## config.mk

```make
export PLATFORM = sky130hd
export DESIGN_NAME = dual_stepper_step_generator
export DESIGN_NICKNAME = d
export VERILOG_FILES = /design/src/sv/dss_pkg.sv /design/src/sv/dss_rate_div.sv /design/src/sv/dss_front.sv /design/src/sv/dss_queue.sv /design/src/sv/dss_back.sv /design/src/sv/dual_stepper_step_generator.sv
export SDC_FILE = /design/constraint.sdc
export NUM_CORES = 1
export LEC_CHECK = 0
export BUFFER_PORTS_ARGS = -buffer_cell sky130_fd_sc_hd__buf_4
export CAP_MARGIN = 20
export CORE_ASPECT_RATIO = 1.4
export CORE_MARGIN = 1
export CORE_UTILIZATION = 30
export CTS_CLUSTER_DIAMETER = 100
export CTS_CLUSTER_SIZE = 40
export DETAILED_ROUTE_END_ITERATION = 10
export MAX_ROUTING_LAYER = met4
export PLACE_DENSITY_LB_ADDON = 0.3
export SLEW_MARGIN = 0
export SYNTH_ARGS = -nofsm -noshare
export SYNTH_HDL_FRONTEND = slang
export SYNTH_SLANG_ARGS = --single-unit
```

## constraint.sdc

```tcl
create_clock -name clk -period 4.9 [get_ports clk]
set_input_delay 0.245 -clock clk [delete_from_list [all_inputs] [get_ports clk]]
set_output_delay 0.245 -clock clk [all_outputs]
set_load 0.01 [all_outputs]
```

## src/sv/dss_pkg.sv

```systemverilog
// shared types and constants of the dual stepper step generator
package dss_pkg;

	localparam int unsigned CMD_W    = 3;
	localparam int unsigned COUNT_W  = 32;
	localparam int unsigned RATE_W   = 15;
	localparam int unsigned TICK_W   = 16;
	localparam int unsigned REPS_W   = 11;
	localparam int unsigned PERIOD_W = 23;

	// raw command codes on the input stream
	localparam logic [CMD_W-1:0] CMD_TICK      = 3'd0;
	localparam logic [CMD_W-1:0] CMD_INIT      = 3'd1;
	localparam logic [CMD_W-1:0] CMD_SET       = 3'd2;
	localparam logic [CMD_W-1:0] CMD_SET_START = 3'd3;
	localparam logic [CMD_W-1:0] CMD_START     = 3'd4;
	localparam logic [CMD_W-1:0] CMD_STOP      = 3'd5;

	// rate table
	localparam logic [RATE_W-1:0]   RATE_MAX       = 15'd20000;
	localparam logic [RATE_W-1:0]   RATE_FAST_MIN  = 15'd77;
	localparam logic [RATE_W-1:0]   RATE_LOW_MAX   = 15'd10;
	localparam logic [PERIOD_W-1:0] DIVIDEND_FAST  = 23'd4999999;
	localparam logic [PERIOD_W-1:0] DIVIDEND_SLOW  = 23'd999;
	localparam logic [PERIOD_W-1:0] PERIOD_KHZ     = 23'd4999;
	localparam logic [PERIOD_W-1:0] PERIOD_DEFAULT = 23'd49999;
	localparam logic [REPS_W-1:0]   REPS_HALF_HZ   = 11'd2000;

	localparam logic STATUS_OK  = 1'b0;
	localparam logic STATUS_ERR = 1'b1;

	typedef enum logic [1:0] {
		MODE_OFF,
		MODE_INITED,
		MODE_STEPPING,
		MODE_HALTED
	} mode_t;

	typedef enum logic [2:0] {
		OP_TICK,
		OP_INIT,
		OP_SET,
		OP_SET_START,
		OP_START,
		OP_STOP,
		OP_ILLEGAL
	} op_t;

	// classified command as it sits in the queue
	typedef struct packed {
		op_t                op;
		logic               side;
		logic               dir;
		logic [COUNT_W-1:0] total;
		logic               total_zero;
	} entry_t;

	typedef struct packed {
		mode_t              mode;
		logic [COUNT_W-1:0] count;
		logic               dir;
		logic               phase;
		logic               step_pin;
		logic               dir_pin;
	} motor_t;

	// new prescale and period from the rate divider
	typedef struct packed {
		logic                load;
		logic [REPS_W-1:0]   reps;
		logic [PERIOD_W-1:0] period;
	} rate_upd_t;

	typedef struct packed {
		logic                status;
		logic                left_step_pin;
		logic                right_step_pin;
		logic                left_dir_pin;
		logic                right_dir_pin;
		logic                drive_enable_n;
		logic [COUNT_W-1:0]  left_remaining;
		logic [COUNT_W-1:0]  right_remaining;
		logic                left_busy;
		logic                right_busy;
		logic [PERIOD_W-1:0] timer_period;
	} result_t;

endpackage

```

## src/sv/dss_rate_div.sv

```systemverilog
// bit-serial divider that turns a step rate into prescale count and timer period
module dss_rate_div
	import dss_pkg::*;
(
	input  logic              clk,
	input  logic              arst_n,
	input  logic              cfg_wen,
	input  logic [RATE_W-1:0] cfg_wdata,
	output logic              busy,
	output rate_upd_t         upd
);

	localparam int unsigned CNT_W = $clog2(PERIOD_W + 1);

	logic [CNT_W-1:0]    cnt_q;
	logic [RATE_W-1:0]   div_q;
	logic [RATE_W-1:0]   rem_q;
	logic [PERIOD_W-1:0] quo_q;
	logic                load_q;
	logic [REPS_W-1:0]   reps_q;
	logic [PERIOD_W-1:0] period_q;

	logic [RATE_W:0]     trial;
	logic [RATE_W:0]     diff;
	logic                ge;
	logic [PERIOD_W-1:0] quo_next;
	logic                start;

	assign start    = cfg_wen && (cfg_wdata <= RATE_MAX);
	assign trial    = {rem_q, quo_q[PERIOD_W-1]};
	assign diff     = trial - {1'b0, div_q};
	assign ge       = (trial >= {1'b0, div_q});
	assign quo_next = {quo_q[PERIOD_W-2:0], ge};
	assign busy     = (cnt_q != '0);

	always_ff @(posedge clk or negedge arst_n) begin
		if (!arst_n) begin
			cnt_q  <= '0;
			load_q <= 1'b0;
		end else begin
			load_q <= 1'b0;
			if (start) begin
				cnt_q <= CNT_W'(PERIOD_W);
			end else if (busy) begin
				cnt_q <= cnt_q - 1'b1;
				if (cnt_q == CNT_W'(1)) begin
					load_q <= 1'b1;
				end
			end
		end
	end

	always_ff @(posedge clk) begin
		if (start) begin
			div_q <= cfg_wdata;
			rem_q <= '0;
			quo_q <= (cfg_wdata > RATE_FAST_MIN) ? DIVIDEND_FAST : DIVIDEND_SLOW;
		end else if (busy) begin
			rem_q <= ge ? diff[RATE_W-1:0] : trial[RATE_W-1:0];
			quo_q <= quo_next;
			if (cnt_q == CNT_W'(1)) begin
				// last quotient bit lands here, pick the table row
				if (div_q == '0) begin
					reps_q   <= REPS_HALF_HZ;
					period_q <= PERIOD_KHZ;
				end else if (div_q > RATE_FAST_MIN) begin
					reps_q   <= '0;
					period_q <= quo_next;
				end else if (div_q > RATE_LOW_MAX) begin
					reps_q   <= quo_next[REPS_W-1:0];
					period_q <= PERIOD_KHZ;
				end else begin
					reps_q   <= quo_next[REPS_W-1:0] + 1'b1;
					period_q <= PERIOD_KHZ;
				end
			end
		end
	end

	assign upd.load   = load_q;
	assign upd.reps   = reps_q;
	assign upd.period = period_q;

endmodule

```

## src/sv/dss_front.sv

```systemverilog
// front end: accepts commands and classifies them for the queue
module dss_front
	import dss_pkg::*;
(
	input  logic               s_tvalid,
	output logic               s_tready,
	input  logic [3:0]         s_tuser,
	input  logic [39:0]        s_tdata,
	input  logic               q_full,
	input  logic               div_busy,
	output logic               push,
	output entry_t             entry
);

	logic [CMD_W-1:0] cmd;

	assign cmd      = s_tuser[CMD_W-1:0];
	assign s_tready = !q_full && !div_busy;
	assign push     = s_tvalid && s_tready;

	always_comb begin
		unique case (cmd)
			CMD_TICK:      entry.op = OP_TICK;
			CMD_INIT:      entry.op = OP_INIT;
			CMD_SET:       entry.op = OP_SET;
			CMD_SET_START: entry.op = OP_SET_START;
			CMD_START:     entry.op = OP_START;
			CMD_STOP:      entry.op = OP_STOP;
			default:       entry.op = OP_ILLEGAL;
		endcase
	end

	assign entry.side       = s_tuser[3];
	assign entry.dir        = s_tdata[0];
	assign entry.total      = s_tdata[COUNT_W:1];
	assign entry.total_zero = (s_tdata[COUNT_W:1] == '0);

endmodule

```

## src/sv/dss_queue.sv

```systemverilog
// short queue of classified commands between front and back
module dss_queue
	import dss_pkg::*;
#(
	parameter int unsigned DEPTH = 2
) (
	input  logic   clk,
	input  logic   arst_n,
	input  logic   push,
	input  entry_t push_entry,
	input  logic   pop,
	output entry_t head,
	output logic   empty,
	output logic   full
);

	localparam int unsigned PTR_W = (DEPTH > 1) ? $clog2(DEPTH) : 1;
	localparam int unsigned CNT_W = $clog2(DEPTH + 1);

	entry_t           mem_q [DEPTH];
	logic [PTR_W-1:0] wr_ptr_q;
	logic [PTR_W-1:0] rd_ptr_q;
	logic [CNT_W-1:0] cnt_q;

	assign empty = (cnt_q == '0);
	assign full  = (cnt_q == CNT_W'(DEPTH));
	assign head  = mem_q[rd_ptr_q];

	always_ff @(posedge clk or negedge arst_n) begin
		if (!arst_n) begin
			wr_ptr_q <= '0;
			rd_ptr_q <= '0;
			cnt_q    <= '0;
		end else begin
			if (push) begin
				wr_ptr_q <= (wr_ptr_q == PTR_W'(DEPTH - 1)) ? '0 : wr_ptr_q + 1'b1;
			end
			if (pop) begin
				rd_ptr_q <= (rd_ptr_q == PTR_W'(DEPTH - 1)) ? '0 : rd_ptr_q + 1'b1;
			end
			if (push && !pop) begin
				cnt_q <= cnt_q + 1'b1;
			end else if (pop && !push) begin
				cnt_q <= cnt_q - 1'b1;
			end
		end
	end

	always_ff @(posedge clk) begin
		if (push) begin
			mem_q[wr_ptr_q] <= push_entry;
		end
	end

endmodule

```

## src/sv/dss_back.sv

```systemverilog
// back end: motor state machines, tick prescaler and result register
module dss_back
	import dss_pkg::*;
(
	input  logic      clk,
	input  logic      arst_n,
	input  logic      q_empty,
	input  entry_t    head,
	output logic      pop,
	input  rate_upd_t upd,
	output logic      out_valid,
	input  logic      out_ready,
	output result_t   out_res
);

	motor_t              mot_q [2];
	motor_t              mot_d [2];
	logic                en_n_q, en_n_d;
	logic [TICK_W-1:0]   tick_q, tick_d;
	logic [TICK_W-1:0]   tick_inc;
	logic [REPS_W-1:0]   reps_q, reps_d;
	logic [PERIOD_W-1:0] period_q, period_d;
	logic                status;
	logic                all_off;
	logic                out_valid_q;
	result_t             res_q;

	function automatic motor_t run_motor(motor_t m);
		motor_t r;
		logic [COUNT_W-1:0] c;
		r = m;
		c = m.count;
		if (m.mode == MODE_INITED || m.mode == MODE_HALTED) begin
			if (m.count[COUNT_W-1]) begin
				r.count = '0;
			end
		end else if (m.mode == MODE_STEPPING) begin
			// most negative count saturates
			if (m.count != {1'b1, {(COUNT_W-1){1'b0}}}) begin
				c = m.count - 1'b1;
			end
			r.count = c;
			if (c == '0 || c[COUNT_W-1]) begin
				r.mode = MODE_HALTED;
			end
			r.dir_pin  = m.dir;
			r.step_pin = !m.phase;
			r.phase    = !m.phase;
		end
		return r;
	endfunction

	assign pop      = !q_empty && (!out_valid_q || out_ready);
	assign all_off  = (mot_q[0].mode == MODE_OFF) && (mot_q[1].mode == MODE_OFF);
	assign tick_inc = tick_q + 1'b1;

	always_comb begin
		mot_d    = mot_q;
		en_n_d   = en_n_q;
		tick_d   = tick_q;
		reps_d   = reps_q;
		period_d = period_q;
		status   = STATUS_OK;
		if (upd.load) begin
			reps_d   = upd.reps;
			period_d = upd.period;
		end
		if (pop) begin
			unique case (head.op)
				OP_TICK: begin
					if (!all_off) begin
						if (tick_inc > TICK_W'(reps_q)) begin
							tick_d = '0;
							for (int i = 0; i < 2; i++) begin
								if (mot_q[i].mode == MODE_STEPPING) begin
									en_n_d = 1'b0;
								end
								mot_d[i] = run_motor(mot_q[i]);
							end
						end else begin
							tick_d = tick_inc;
						end
					end
				end
				OP_INIT: begin
					if (!all_off) begin
						status = STATUS_ERR;
					end else begin
						reps_d   = '0;
						period_d = PERIOD_DEFAULT;
						for (int i = 0; i < 2; i++) begin
							mot_d[i].count    = '0;
							mot_d[i].step_pin = 1'b1;
							mot_d[i].dir_pin  = 1'b0;
							mot_d[i].mode     = MODE_INITED;
						end
					end
				end
				OP_SET: begin
					if (mot_q[head.side].mode == MODE_OFF) begin
						status = STATUS_ERR;
					end else begin
						mot_d[head.side].dir   = head.dir;
						mot_d[head.side].count = head.total;
					end
				end
				OP_SET_START: begin
					if (mot_q[head.side].mode == MODE_OFF || head.total_zero) begin
						status = STATUS_ERR;
					end else begin
						// direction and count stick even if the start is refused because the motor is already stepping
						mot_d[head.side].dir   = head.dir;
						mot_d[head.side].count = head.total;
						if (mot_q[head.side].mode == MODE_STEPPING) begin
							status = STATUS_ERR;
						end else begin
							mot_d[head.side].mode = MODE_STEPPING;
							en_n_d = 1'b0;
						end
					end
				end
				OP_START: begin
					if (mot_q[head.side].count == '0 ||
						mot_q[head.side].mode == MODE_STEPPING) begin
						status = STATUS_ERR;
					end else begin
						mot_d[head.side].mode = MODE_STEPPING;
						en_n_d = 1'b0;
					end
				end
				OP_STOP: begin
					if (mot_q[head.side].mode == MODE_OFF ||
						mot_q[head.side].mode == MODE_HALTED) begin
						status = STATUS_ERR;
					end else begin
						mot_d[head.side].mode = MODE_HALTED;
					end
				end
				default: begin
					status = STATUS_ERR;
				end
			endcase
		end
	end

	always_ff @(posedge clk or negedge arst_n) begin
		if (!arst_n) begin
			for (int i = 0; i < 2; i++) begin
				mot_q[i].mode     <= MODE_OFF;
				mot_q[i].count    <= '0;
				mot_q[i].dir      <= 1'b0;
				mot_q[i].phase    <= 1'b0;
				mot_q[i].step_pin <= 1'b1;
				mot_q[i].dir_pin  <= 1'b0;
			end
			en_n_q      <= 1'b1;
			tick_q      <= '0;
			reps_q      <= '0;
			period_q    <= PERIOD_DEFAULT;
			out_valid_q <= 1'b0;
		end else begin
			mot_q    <= mot_d;
			en_n_q   <= en_n_d;
			tick_q   <= tick_d;
			reps_q   <= reps_d;
			period_q <= period_d;
			if (pop) begin
				out_valid_q <= 1'b1;
			end else if (out_ready) begin
				out_valid_q <= 1'b0;
			end
		end
	end

	always_ff @(posedge clk) begin
		if (pop) begin
			res_q.status          <= status;
			res_q.left_step_pin   <= mot_d[0].step_pin;
			res_q.right_step_pin  <= mot_d[1].step_pin;
			res_q.left_dir_pin    <= mot_d[0].dir_pin;
			res_q.right_dir_pin   <= mot_d[1].dir_pin;
			res_q.drive_enable_n  <= en_n_d;
			res_q.left_remaining  <= mot_d[0].count;
			res_q.right_remaining <= mot_d[1].count;
			res_q.left_busy       <= (mot_d[0].mode == MODE_STEPPING);
			res_q.right_busy      <= (mot_d[1].mode == MODE_STEPPING);
			res_q.timer_period    <= period_d;
		end
	end

	assign out_valid = out_valid_q;
	assign out_res   = res_q;

	// drivers once enabled are never disabled again
	a_enable_sticky: assert property (@(posedge clk) disable iff (!arst_n)
		!en_n_q |=> !en_n_q)
		else $error("drive enable released");

	// a low step pin only follows the second half of a step
	a_pin_phase: assert property (@(posedge clk) disable iff (!arst_n)
		(mot_q[0].step_pin || !mot_q[0].phase) && (mot_q[1].step_pin || !mot_q[1].phase))
		else $error("step pin and phase disagree");

	// prescaler never moves before init
	a_tick_idle: assert property (@(posedge clk) disable iff (!arst_n)
		all_off |-> (tick_q == '0))
		else $error("tick counter moved while both motors off");

	// every popped command leaves a result in the output register
	a_pop_result: assert property (@(posedge clk) disable iff (!arst_n)
		pop |=> out_valid_q)
		else $error("popped command produced no result");

endmodule

```

## src/sv/dual_stepper_step_generator.sv

```systemverilog
// top level of the dual stepper step/direction pulse generator
//
//  channel  | signals                          | contents
//  ---------+----------------------------------+-----------------------------------------
//  command  | s_tvalid s_tready s_tuser s_tdata| cmd, motor side, direction, step total
//  result   | m_tvalid m_tready m_tuser m_tdata| status, pin levels, counts, busy, period
//  config   | cfg_wen cfg_wdata                | step rate register, write only
//
// one command per cycle sustained while m_tready stays high and no rate divide runs; a command's result is
// offered once it has passed the queue and the result register, when nothing waits ahead of it in the queue
// a step rate write of at most RATE_MAX runs a bit-serial divide; s_tready stays low meanwhile
// the back end stalls only on m_tready; the front keeps taking commands until the
// queue fills or the divider runs
// arst_n resets motor modes, counts, pins, prescaler, period and the queue
module dual_stepper_step_generator
	import dss_pkg::*;
#(
	parameter int unsigned QUEUE_DEPTH = 2
) (
	input  logic              clk,
	input  logic              arst_n,
	// command stream
	input  logic              s_tvalid,
	output logic              s_tready,
	input  logic [3:0]        s_tuser,   // [2:0] cmd, [3] motor_side
	input  logic [39:0]       s_tdata,   // [0] direction, [32:1] step_total, [39:33] zero
	// result stream
	output logic              m_tvalid,
	input  logic              m_tready,
	output logic              m_tuser,   // [0] status
	output logic [95:0]       m_tdata,   // [0] left_step_pin, [1] right_step_pin,
	                                     // [2] left_dir_pin, [3] right_dir_pin,
	                                     // [4] drive_enable_n, [36:5] left_remaining,
	                                     // [68:37] right_remaining, [69] left_busy,
	                                     // [70] right_busy, [93:71] timer_period, [95:94] zero
	// step rate register
	input  logic              cfg_wen,
	input  logic [RATE_W-1:0] cfg_wdata
);

	logic      div_busy;
	rate_upd_t upd;
	logic      push;
	entry_t    push_entry;
	logic      pop;
	entry_t    head;
	logic      q_empty;
	logic      q_full;
	result_t   res;

	// rate register write turns into prescale and period through a bit-serial divide
	dss_rate_div u_div (
		.clk       (clk),
		.arst_n    (arst_n),
		.cfg_wen   (cfg_wen),
		.cfg_wdata (cfg_wdata),
		.busy      (div_busy),
		.upd       (upd)
	);

	// decode the incoming command
	dss_front u_front (
		.s_tvalid (s_tvalid),
		.s_tready (s_tready),
		.s_tuser  (s_tuser),
		.s_tdata  (s_tdata),
		.q_full   (q_full),
		.div_busy (div_busy),
		.push     (push),
		.entry    (push_entry)
	);

	// decouples the input transfer from result backpressure
	dss_queue #(
		.DEPTH (QUEUE_DEPTH)
	) u_queue (
		.clk        (clk),
		.arst_n     (arst_n),
		.push       (push),
		.push_entry (push_entry),
		.pop        (pop),
		.head       (head),
		.empty      (q_empty),
		.full       (q_full)
	);

	// executes commands in order against the motor state
	dss_back u_back (
		.clk       (clk),
		.arst_n    (arst_n),
		.q_empty   (q_empty),
		.head      (head),
		.pop       (pop),
		.upd       (upd),
		.out_valid (m_tvalid),
		.out_ready (m_tready),
		.out_res   (res)
	);

	// pack the result fields, lowest first
	assign m_tuser = res.status;
	assign m_tdata = {2'b00,
	                  res.timer_period,
	                  res.right_busy,
	                  res.left_busy,
	                  res.right_remaining,
	                  res.left_remaining,
	                  res.drive_enable_n,
	                  res.right_dir_pin,
	                  res.left_dir_pin,
	                  res.right_step_pin,
	                  res.left_step_pin};

endmodule
```

======== Yosys cells after proc, flatten, opt, wreduce, memory -nomap -nowiden ========
Memory sizes are Yosys's and may differ from the RTL's.
Cells that the tools add are included.
word-level totals
  bits in writable memories ............... 76
  memories ................................ 1
  output and inout bits ................... 99
  ROM bits ................................ 0
  bits in latches ......................... 0
  logic and storage cells ................. 248
  flip-flop bits (word level) ............. 320
memories
  name           words  width  rd ports  clocked after Yosys merged registers in  wr ports  RTL line         text
  u_queue.mem_q  2      38     1         0                                        1         dss_queue.sv:20  entry_t mem_q [DEPTH];
operators by class
  multipliers ............................. 0
  reduce and logical (&&, ||, !) cells .... 48
  add/subtract/negate cells ............... 10
  multiplexer cells ....................... 103
  bitwise operators ....................... 5
  eq/ne operators ......................... 34
  shifts and indexed selects .............. 0
  $lt $le $gt $ge ......................... 8
  div/mod/pow operators ................... 0
operators with widths
  operator                                             count
  2-to-1 mux 76 bit                                    8
  2-to-1 mux 32 bit                                    16
  bitwise mux 76 bit                                   5
  case mux 36 bit (6 select lines)                     1
  case mux 34 bit (6 select lines)                     1
  2-to-1 mux 23 bit                                    7
  2-to-1 mux 38 bit                                    4
  logical NOT 32 bit                                   4
  demux 38 bit (select 1 bit)                          3
  2-to-1 mux 34 bit                                    3
  2-to-1 mux 36 bit                                    2
  2-to-1 mux 11 bit                                    6
  != test 32 bit, second input constant                2
  subtractor 32 x 1 -> 32 bit, second input constant   2
  2-to-1 mux 31 bit                                    2
  > comparator 15 x 7 -> 1 bit, second input constant  2
  2-to-1 mux 1 bit                                     23
  case mux 2 bit (5 select lines)                      2
  AND reduction 10 bit                                 2
  equality test 2 bit, second input constant           9
  case mux 3 bit (6 select lines)                      1
  adder 16 x 1 -> 16 bit, second input constant        1
  >= comparator 16 x 15 -> 1 bit                       1
  > comparator 16 x 11 -> 1 bit                        1
  40 further kinds                                     100

======== Longest topological paths before layout ========
Gate-level depths: netlist of the first run.
  word-level depth ........................ 18
  mapped depth ............................ 17
  depth with buffers taken out ............ 14

======== Hierarchy ========
Synthesis of the first run repeated with hierarchy kept, for this count alone.
unflattened totals
  cells, all modules ...................... 1811
  area, all modules ....................... 20300.7 sq um
modules (own cells, without submodules)
  module                       area an instance (sq um)  instances  cells each  seq. area each (sq um)
  dss_back                     12326.8                   1          1224        6070.8
  dss_rate_div                 4626.9                    1          400         2612.5
  dss_queue                    2975.4                    1          134         2382.3
  dss_front                    352.8                     1          50          0.0
  dual_stepper_step_generator  18.8                      1          3           0.0

======== Worst setup path after synthesis of the first run ========
No wires, ideal clock.
  path kind ............................... register to register
  start ................................... register u_back.out_valid_q (netlist: u_back.out_valid)
  end ..................................... register u_back.res_q, in the netlist u_back.out_res[24], data pin
  arrival ................................. 4.320 ns
  cell stages (with the launch flop) ...... 10
  path slack .............................. 0.316 ns
  buffers on the path ..................... 0
  setup time .............................. 0.264 ns
  path through ............................ dfrtp_1 nand2b_1 o21ai_0 inv_1 o21ai_0 nor2_1 nand2_1 or4_1 o41ai_2 nor2b_1
RTL lines
  item                      RTL line         text
  start: declaration        dss_back.sv:25   logic out_valid_q;
  start signal: assignment  dss_back.sv:160  out_valid_q <= 1'b0;
  start signal: assignment  dss_back.sv:168  out_valid_q <= 1'b1;
  start signal: assignment  dss_back.sv:170  out_valid_q <= 1'b0;
  end: declaration          dss_back.sv:26   result_t res_q;

==> results.ini, run 1 <==
[status]
outcome = complete, no violations

[timing]
fin_tns_setup_ps = 0
rsz0062_at_grt = no
worst_pin_slew_ps = 1038
hold_viol_final = 0
post-route-period-util_pct = 85.22
min_period_ps = 4176
setup_viol = 0
clock_skew_ps = 57.12
fmaxAchievable_mhz = 239.5
relSlewSlack_pct = 28.81
maxSlewViolCount = 0

[synth]
synth_seq_cells = 396
simple_gate_share_of_the_synthesized_area_pct = 16.08
yosys.area_share.xor_xnor_pct = 2.748
synth_cell_type_count = 87
ys.warnings.count = 0
post_synth_fa_ha_maj_area_fraction_pct = 2.407
synth_top_family_by_area = simple AND/OR/NAND/NOR gates
synth_area_um2 = 19440
synth.top_cell.area_share_pct = 37.53
synth_seq_area_share_pct = 56.92
ys_top_cells_by_area = sky130_fd_sc_hd__edfxtp_1, sky130_fd_sc_hd__dfrtp_1, sky130_fd_sc_hd__mux2i_1
yosys-mux-area-fraction_pct = 4.653
synth.largest_area_cell = sky130_fd_sc_hd__edfxtp_1
synthesis.instances = 1749
postSynth.topFlopCell = sky130_fd_sc_hd__edfxtp_1
syn-mean-instance-area_um2 = 11.12
postSynth.asyncResetShare_pct = 34.85
synth-edff-count = 243
synth-compound-area-share_pct = 14.03

[floorplanning]
top_level_ports = 163
die_w_um = 217.1
floorplan.initialDensity_pct = 30.31
design.core.area_um2 = 64140
floorplan.die_area_um2 = 65840
die_h_um = 303.2
placementRows = 110

[clocking]
cts.reportedPaths.clkPinSlew_ps = 140
post_cts_resize_count = 0
cts_inserted_buffers = 16
clock-root-buffer = sky130_fd_sc_hd__clkbuf_16
clock_insertion_delay_worst_skew_ps = 570
max-clock-path-buffers = 3
cts_tree = yes
htreeDepth = 1
clock-sinks = 396

[pwr]
finalPower_w = 0.01311
p_leak_nw = 8.716
vdd.ir_drop.worst_mv = 0.3233
power-per-cell-area_nw_per_um2 = 573.8

[route]
via_per_inst = 5.372
routedWlPerCell_um = 22.73
drtAntennaViolNets = 0
number_of_iterations_in_the_first_detailed_routing_pass = 6
drt_first_iter_violations = 1095
route.detailed.drc = 0
finalWirelength_um = 63300
vias = 14960

[global_route]
grt.met1_usage_pct = 21.25
grt_remaining_overflow = 0
number_of_antenna_violations_at_the_first_check_in_global_routing = 0
gr-max-usage-layer = met2
grtUsageTotal_pct = 19.70
grt_use_met3_pct = 1.949
grt_max_degree = 70
grt_pass1_vias = 15060
grt_use_met2_pct = 35.28
grt_first_pass_wirelength_um = 94900

[cells_and_area]
final_net_count = 2034
commonest_non_fill_non_tap_cell_in_the_layout = sky130_fd_sc_hd__edfxtp_1
drive_gt1_share_pct = 14.66
mostFrequentLayoutCells = sky130_fd_sc_hd__edfxtp_1, sky130_fd_sc_hd__buf_4, sky130_fd_sc_hd__nand2_1
syn_to_final_growth_pct = 17.56

[setup_path]
critical_path_endpoint_category = flop
rr_endpoint = u_back.out_res[93]
worst_setup_path_start_kind = flop
data_required_time_of_the_worst_path_ps = 5210
setup.reg_to_reg.worst_slack_ps = 720
crit_path_max_fanout = 20
r2r_cells = 16
worstSetupPathType = reg -> reg
cp_data_arrival_time_ps = 4490
reg2reg_from = u_back.tick_q[0]

[run]
timing.max_cap.violations = 0

[placed_design]
port-buffer-count = 153
hpwlAfterDp_um = 47140
finalWeightedCongestion = 0.9594

[hold_path]
holdPathEnd = u_queue.wr_ptr_q
hold_class = in -> reg
min_path_cells = 3
worstHoldStart = s_tvalid

-- stage by stage --
step           utilization, %  instance area [µm²]  setup WS (ps)  hold slack [ps]  cells
3_5_place_dp            33.88                21730          790.8            338.9   2703
4_1_cts                 35.60                22830          746.5            11.71   2783
6_report                35.63                22850          724.4            43.35   2785
2_1_floorplan               -                19440          315.8           -50.59   1750
3_3_place_gp            33.88                21730          742.5            334.1   2703
5_1_grt                 35.63                22850          298.2            58.93   2784
-- routing by layer --
layer	wire [µm]	part of all wire, %
met3	2360	3.7
met2	33180	52
met1	23940	38
met4	3819	6.0
met5	0	0
-- final cells by class --
cell class	count	area [µm²]
clock inverter	6	135.1
tap	840	1051
fill	6454	41280
sequential	396	11070
inverter	58	220.2
multi-input combinational	1200	7807
clock buffer	22	444.2
timing repair buffer	262	2126
antenna	1	2.502
-- cells by family after synthesis --
logic type / Yosys count
simple gates: 612
compound gates: 399
flops: 396
buf+inv: 154
mux: 89
xor+xnor: 61
fa+ha+maj: 37
other cells: 1
-- flip-flops by register name, summed over array words and instances, names as in the netlist --
signal and flops:
u_div.load_q 1, u_div.div_q 15, u_queue.rd_ptr_q 1, u_div.cnt_q 5
u_back.reps_q 11, u_div.period_q 23, u_div.rem_q 15, u_back.period_q 23
u_back.out_valid 1, u_div.reps_q 11, u_back.en_n_q 1, u_back.mot_q 76
u_queue.wr_ptr_q 1, u_back.tick_q 16, u_queue.mem_q 76, u_div.quo_q 23
u_back.out_res 95, u_queue.cnt_q 2
-- report_power, final --
part           internal [W]  switching, W
Clock              0.000709       0.00115
Combinational       0.00227       0.00371
Sequential          0.00456      0.000726
Total               0.00753       0.00558
-- cell usage after synthesis, drive strengths merged, types with 7 or more instances --
| master | number |
|---|---|
| mux2i | 78 |
| dfxtp | 15 |
| o21ai | 101 |
| a21o | 12 |
| or4 | 21 |
| inv | 58 |
| dfstp | 12 |
| nand4 | 27 |
| a221o | 9 |
| buf | 21 |
| nand2b | 20 |
| nor4 | 47 |
| a211oi | 17 |
| mux2 | 11 |
| nand2 | 149 |
| xnor2 | 37 |
| nor3 | 54 |
| clkbuf | 75 |
| and2 | 42 |
| o221ai | 16 |
| a22oi | 33 |
| o211ai | 14 |
| nand3 | 40 |
| xor2 | 24 |
| edfxtp | 243 |
| a31oi | 20 |
| or3 | 23 |
| nor2 | 137 |
| a21oi | 59 |
| and3 | 14 |
| dfrtp | 126 |
| o41ai | 7 |
| ha | 35 |
| o21a | 16 |
| o31ai | 22 |
-- worst max-delay path, stage by stage (launching register included) --
cell	delay [ps]
sky130_fd_sc_hd__dfrtp_1	450
sky130_fd_sc_hd__ha_1	300
sky130_fd_sc_hd__nand2_1	170
sky130_fd_sc_hd__nor2_1	240
sky130_fd_sc_hd__nand3_1	120
sky130_fd_sc_hd__xnor2_1	210
sky130_fd_sc_hd__ha_1	280
sky130_fd_sc_hd__nand3_1	110
sky130_fd_sc_hd__nor3_1	60
sky130_fd_sc_hd__a21oi_1	110
sky130_fd_sc_hd__o41ai_1	90
sky130_fd_sc_hd__buf_4	160
sky130_fd_sc_hd__and3_1	210
sky130_fd_sc_hd__buf_4	190
sky130_fd_sc_hd__nor3_4	790
sky130_fd_sc_hd__o21ai_0	180
sky130_fd_sc_hd__a32o_1	260
-- how the worst max path moves through the flow --
stage               cells past startpoint  slack (ps)                  to              from
floorplan                               9         320  u_back.out_res[24]  u_back.out_valid
global placement                       16         740  u_back.out_res[93]  u_back.tick_q[0]
detailed placement                     16         790  u_back.out_res[93]  u_back.tick_q[0]
CTS                                    16         750  u_back.out_res[93]  u_back.tick_q[0]
global route                           16         300  u_back.out_res[93]  u_back.tick_q[0]
finish                                 16         720  u_back.out_res[93]  u_back.tick_q[0]
-- repair_timing --
action | in CTS | in global routing
setup buffers | 0 | 0
hold buffers | 52 | 0
setup endpoints to repair | 0 | 0
endpoints found under the hold margin | 151 | 0
Power figures use the tool's default switching activity.
==> run 2, diff against run 1 <==
CORE_MARGIN = 3   (was 1)
==> run 2 against run 1 <==
Effect of this change: critical path depth unchanged; first-iteration DRC count up 21%; total power up 0.25%; largest cell class unchanged.
==> results.ini, run 2 (synthesis gave the netlist of run 1 again) <==
[clocking]
clock_insertion_delay_worst_skew_ps = 560
cts_inserted_buffers = 16
htreeDepth = 1
clock-sinks = 396
cts_tree = yes
max-clock-path-buffers = 3
clock-root-buffer = sky130_fd_sc_hd__clkbuf_16
cts.reportedPaths.clkPinSlew_ps = 140

[pwr]
power-per-cell-area_nw_per_um2 = 573.3
vdd.ir_drop.worst_mv = 0.3678
p_leak_nw = 8.771

[timing]
min_period_ps = 4199
fin_tns_setup_ps = 0
setup_viol = 0
maxSlewViolCount = 0
hold_viol_final = 0
worst_pin_slew_ps = 1065
clock_skew_ps = 27.54
fmaxAchievable_mhz = 238.2
relSlewSlack_pct = 28.75
rsz0062_at_grt = no
post-route-period-util_pct = 85.69

[setup_path]
crit_path_max_fanout = 20
setup.reg_to_reg.worst_slack_ps = 700
cp_slowest_cell = sky130_fd_sc_hd__nor3_4
data_required_time_of_the_worst_path_ps = 5280
reg2reg_from = u_back.tick_q[0]
worstSetupEndpoint = u_back.out_res[69]
cp_cell_sequence = ha_1 > nand2_1 > nor2_1 > nand3_1 > xnor2_1 > ha_1 > nand3_1 > nor3_1 > a21oi_1 > o41ai_1 > buf_4 > and3_1 > buf_12 > nor3_4 > a32oi_1 > o21ai_0
worst_setup_path_start_kind = flop
worstSetupPathType = reg -> reg
cp_data_arrival_time_ps = 4580
r2r_cells = 16
critPathMaxStageDelay_ps = 810
rr_endpoint = u_back.out_res[69]
crit_cells = 16
critical_path_endpoint_category = flop
worstPathBufferInverterCount = 2
crit_family = simple AND/OR/NAND/NOR gates
crit_start = u_back.tick_q[0]

[floorplanning]
floorplan.initialDensity_pct = 30.52
die_h_um = 307.2
floorplan.die_area_um2 = 67940
design.core.area_um2 = 63690
die_w_um = 221.1
top_level_ports = 163
placementRows = 109

[cells_and_area]
syn_to_final_growth_pct = 17.96
largest_register_ff_count = 95
diodes = 0
finish.utilization_pct = 36.01
commonest_non_fill_non_tap_cell_in_the_layout = sky130_fd_sc_hd__edfxtp_1
final_net_count = 2040
mostFrequentLayoutCells = sky130_fd_sc_hd__edfxtp_1, sky130_fd_sc_hd__buf_4, sky130_fd_sc_hd__nand2_1
drive_gt1_share_pct = 15.03

[global_route]
grtUsageTotal_pct = 19.05
grt_remaining_overflow = 0
number_of_antenna_violations_at_the_first_check_in_global_routing = 0
grt_max_degree = 61
grt_first_pass_wirelength_um = 97410
grt_pass1_vias = 15360

[placed_design]
port-buffer-count = 153
finalWeightedCongestion = 0.9429
hpwlAfterDp_um = 47120

[route]
drt_first_iter_violations = 1328
vias = 15140
via_per_inst = 5.442
routedWlPerCell_um = 23.17
drtAntennaViolNets = 0
route.detailed.drc = 0
number_of_iterations_in_the_first_detailed_routing_pass = 7
finalWirelength_um = 64470

[run]
timing.max_cap.violations = 0

[status]
outcome = complete, no violations

[hold_path]
hold_class = in -> reg

[run 2: area by class of cell]
type	instances	area [µm²]
Fill cell	6271	40760
Sequential cell	396	11070
Multi-Input combinational cell	1200	7810
Timing Repair Buffer	268	2206
Tap cell	832	1041
Clock buffer	20	436.7
Inverter	58	220.2
Clock inverter	8	150.1
[run 2: power breakdown]
group / internal (W) / switching (W) / leakage [nW] / total, W
logic: 0.00228 / 0.00372 / 4.31 / 0.00600
clock network: 0.000714 / 0.00115 / 0.280 / 0.00187
registers: 0.00456 / 0.000726 / 4.18 / 0.00528
total: 0.00755 / 0.00560 / 8.77 / 0.0131
[run 2: worst min-delay path: cells and delay by family]
kind | cells | cell delay (ps)
buf+inv | 1 | 110
xor+xnor | 1 | 90
simple gates | 1 | 150
[run 2: worst min path at each step]
stage	slack, ps	depth (start not counted)	end	startpoint
CTS	50	3	u_queue.wr_ptr_q	s_tvalid
floorplan	-50	0	u_back.mot_q[0]	arst_n
detailed placement	300	1	u_back.mot_q[44]	arst_n
global placement	300	1	u_back.mot_q[43]	arst_n
global route	80	3	u_queue.wr_ptr_q	s_tvalid
finish	70	3	u_queue.wr_ptr_q	s_tvalid
[run 2: metal layers]
layer | track usage (%) | up-vias | share of wire [%]
met5 | - | - | 0
met4 | 10.91 | 0 | 6.7
met1 | 20.62 | 7558 | 37
li1 | - | 6978 | -
met3 | 2.183 | 120 | 4.6
met2 | 33.91 | 485 | 52
[run 2: stage by stage]
stage	power (W)	std cells	area [µm²]	worst slack [ps]	hold WS, ps
6_report	0.01315	2782	22930	701.1	73.87
5_1_grt	0.01400	2782	22930	312.6	84.48
4_1_cts	0.01324	2781	22900	745.0	46.68
3_5_place_dp	0.01129	2700	21790	775.3	297.7
3_3_place_gp	0.01125	2700	21790	744.8	295.0
2_1_floorplan	0.008875	1750	19440	315.8	-50.59
[run 2: repair_timing]
action                    4_1_cts  5_1_grt
hold endpoints to repair      143        0
setup buffers                   0        0
hold buffers                   53        0
resized for setup               0        0
==> run 3, diff against run 2 <==
--- a/config.mk
+++ b/config.mk
@@ -7,2 +7,3 @@
 export LEC_CHECK = 0
+export ABC_AREA = 1
 export BUFFER_PORTS_ARGS = -buffer_cell sky130_fd_sc_hd__buf_4
==> constraint.sdc (replaced) <==
create_clock -name clk -period 4.9 [get_ports clk]
set_input_delay 0.735 -clock clk [delete_from_list [all_inputs] [get_ports clk]]
set_output_delay 0.735 -clock clk [all_outputs]
set_load 0.01 [all_outputs]
==> run 3 against run 2 <==
Effect of this change: total power increased by 21%; utilization decreased by 1.3 points; critical path depth increased by 4; global-route usage increased by 0.93 points; fmax increased by 3.7%; sequential share of layout area decreased by 1.7 points; register-to-register slack improved by 150 ps; sequential cell count unchanged.
==> results.ini, run 3 <==
[route]
vias = 17650
number_of_iterations_in_the_first_detailed_routing_pass = 5
routedWlPerCell_um = 21.03
drtAntennaViolNets = 0
finalWirelength_um = 72520
via_per_inst = 5.117
drt_first_iter_violations = 1451
route.detailed.drc = 0

[setup_path]
critical-path-top-cell-by-count = sky130_fd_sc_hd__nand2_1
cp_slowest_cell = sky130_fd_sc_hd__inv_2
critPathMaxStageDelay_ps = 420
cp_data_arrival_time_ps = 4360
worstSetupPathType = reg -> reg
worst_setup_path_start_kind = flop
critical_path_endpoint_category = flop
cp_cell_sequence = ha_1 > nand2_1 > inv_2 > nand2_1 > nor2_2 > nand2_1 > nor2_1 > xor2_1 > inv_1 > ha_1 > and3_1 > nand2_1 > nand2_1 > nand2_1 > nand2_1 > nor2_8 > inv_2 > nand2_1 > o211ai_1 > a22oi_1
data_required_time_of_the_worst_path_ps = 5210
crit_path_max_fanout = 38

[synth]
synth_cell_type_count = 61
postSynth.topFlopCell = sky130_fd_sc_hd__edfxtp_1
post_synth_fa_ha_maj_area_fraction_pct = 2.190
synth_area_um2 = 20910
ys_top_cells_by_area = sky130_fd_sc_hd__edfxtp_1, sky130_fd_sc_hd__dfrtp_1, sky130_fd_sc_hd__nand2_1
yosys-mux-area-fraction_pct = 0.04787
synth.largest_area_cell = sky130_fd_sc_hd__edfxtp_1
yosysMostFrequentCell = sky130_fd_sc_hd__nand2_1
synth.top_cell.area_share_pct = 34.89
synth_top_family_by_area = simple AND/OR/NAND/NOR gates
synth_seq_cells = 396
synth.top_cells.by_count = sky130_fd_sc_hd__nand2_1, sky130_fd_sc_hd__nor2_1, sky130_fd_sc_hd__edfxtp_1
ys.warnings.count = 0
syn-mean-instance-area_um2 = 8.688
synthesis.instances = 2407
synth-edff-count = 243
yosys.area_share.xor_xnor_pct = 1.508
postSynth.asyncResetShare_pct = 34.85
simple_gate_share_of_the_synthesized_area_pct = 22.78
synth_seq_area_share_pct = 52.92
synth-compound-area-share_pct = 14.19

[pwr]
power.sequential.fraction_pct = 36.5
power-per-cell-area_nw_per_um2 = 671.1
internal_power_w = 0.008215
switching_fraction_pct = 48.50
p_leak_nw = 9.797
power_frac_comb_pct = 51.1
switching_power_w = 0.007738
finalPower_w = 0.01595
power_frac_clock_pct = 12.4
vdd.ir_drop.worst_mv = 0.3356

[timing]
relSlewSlack_pct = 35.46
hold_viol_final = 0
clock_skew_ps = 49.61
fin_tns_setup_ps = 0
worst_pin_slew_ps = 968.2
fmaxAchievable_mhz = 246.9
fin_hold_ws_ps = 145.6
maxSlewViolCount = 0
post-route-period-util_pct = 82.67
setup_viol = 0
min_period_ps = 4051
rsz0062_at_grt = no

[clocking]
buffers_inserted_by_post_cts_timing_repair = 0
htreeDepth = 1
clock-sinks = 396
post_cts_resize_count = 0
cts_inserted_buffers = 17
clock-root-buffer = sky130_fd_sc_hd__clkbuf_16
clock_insertion_delay_worst_skew_ps = 570
cts-hold-fix-buffers = 0
cts.reportedPaths.clkPinSlew_ps = 140
max-clock-path-buffers = 3
cts_tree = yes

[cells_and_area]
mostFrequentLayoutCells = sky130_fd_sc_hd__nand2_1, sky130_fd_sc_hd__nor2_1, sky130_fd_sc_hd__edfxtp_1
syn_to_final_growth_pct = 13.68
commonest_non_fill_non_tap_cell_in_the_layout = sky130_fd_sc_hd__nand2_1
final_net_count = 2619
fillers = 7047
drive_gt1_share_pct = 10.83
final_cell_count_no_fill = 3449
largest_register_ff_count = 95
diodes = 0

[floorplanning]
floorplan.initialDensity_pct = 30.56
placementRows = 113
die_w_um = 229.1
top_level_ports = 163
design.core.area_um2 = 68430
floorplan.die_area_um2 = 72950
die_h_um = 318.4

[global_route]
grt_pass1_vias = 17380
grt_first_pass_wirelength_um = 109100
number_of_antenna_violations_at_the_first_check_in_global_routing = 0
grt_remaining_overflow = 0
grt_max_degree = 80
grtUsageTotal_pct = 19.97

[placed_design]
hpwlAfterDp_um = 54340
dp_cells = 3419
finalWeightedCongestion = 0.9624
port-buffer-count = 153

[status]
outcome = complete, no violations

[run]
timing.max_cap.violations = 0

[hold_path]
hold_class = in -> async

[run 3: per-layer routing]
metal | global-route usage, % | part of all wire (%) | vias up
met5 | - | 0 | -
met4 | 9.572 | 5.6 | 0
met3 | 2.487 | 4.6 | 128
met2 | 35.71 | 51 | 501
met1 | 21.97 | 38 | 8537
li1 | - | - | 8481
[run 3: worst paths after layout]
check	start	to	slack [ps]	cells after the start
max	u_back.tick_q[0]	u_back.out_res[26]	850	20
min	arst_n	u_back.mot_q[68]	150	1
max reg2reg	u_back.tick_q[0]	u_back.out_res[26]	850	20
min reg2reg	u_div.rem_q[11]	u_div.rem_q[11]	470	2
max in group asynchronous	arst_n	u_back.mot_q[1]	3810	2
min in group clk	cfg_wdata[0]	u_div.div_q[0]	350	1
[run 3: kinds of logic (layout without fill, tap and decap cells)]
group / after synthesis / after routing
adder cells (fa/ha/maj): 36 / 36
AO/OA/AOI/OAI: 474 / 474
flip-flops: 396 / 396
AND/OR/NAND/NOR: 1132 / 1132
multiplexers: 1 / 1
other: 1 / 2
buffers and inverters: 331 / 452
XOR/XNOR: 36 / 36
[run 3: power groups by stage]
stage	Clock [W]	Combinational (W)	Sequential [W]
floorplan	0	0.00503	0.00579
global placement	0	0.00800	0.00589
detailed placement	0	0.00809	0.00590
CTS	0.00206	0.00814	0.00583
global route	0.00217	0.00901	0.00595
finish	0.00198	0.00815	0.00582
[run 3: final cells by class]
type	count	area [µm²]	share of cell area [%]
clock buffer	20	457.9	1.926
clock inverter	9	178.9	0.7526
inverter	239	897.1	3.774
multi-input combinational	1681	8579	36.09
sequential	396	11070	46.55
tap	920	1151	4.842
timing repair buffer	184	1443	6.068
[run 3: worst max-delay path: cells and delay by family (launching register included)]
family	cells	cell delay [ps]
xor+xnor	1	200
flops	1	410
compound gates	2	520
buf+inv	3	560
simple gates	12	1650
fa+ha+maj	2	450
[run 3: metrics by stage]
stage                     setup slack, ps  area (µm²)  utilization [%]
after CTS                           889.6       23750            34.70
final                               849.4       23770            34.74
after floorplan                     891.3       20930                -
after detailed placement            926.6       23110            33.77
after global placement              968.5       23090            33.74
after global routing                598.1       23770            34.74
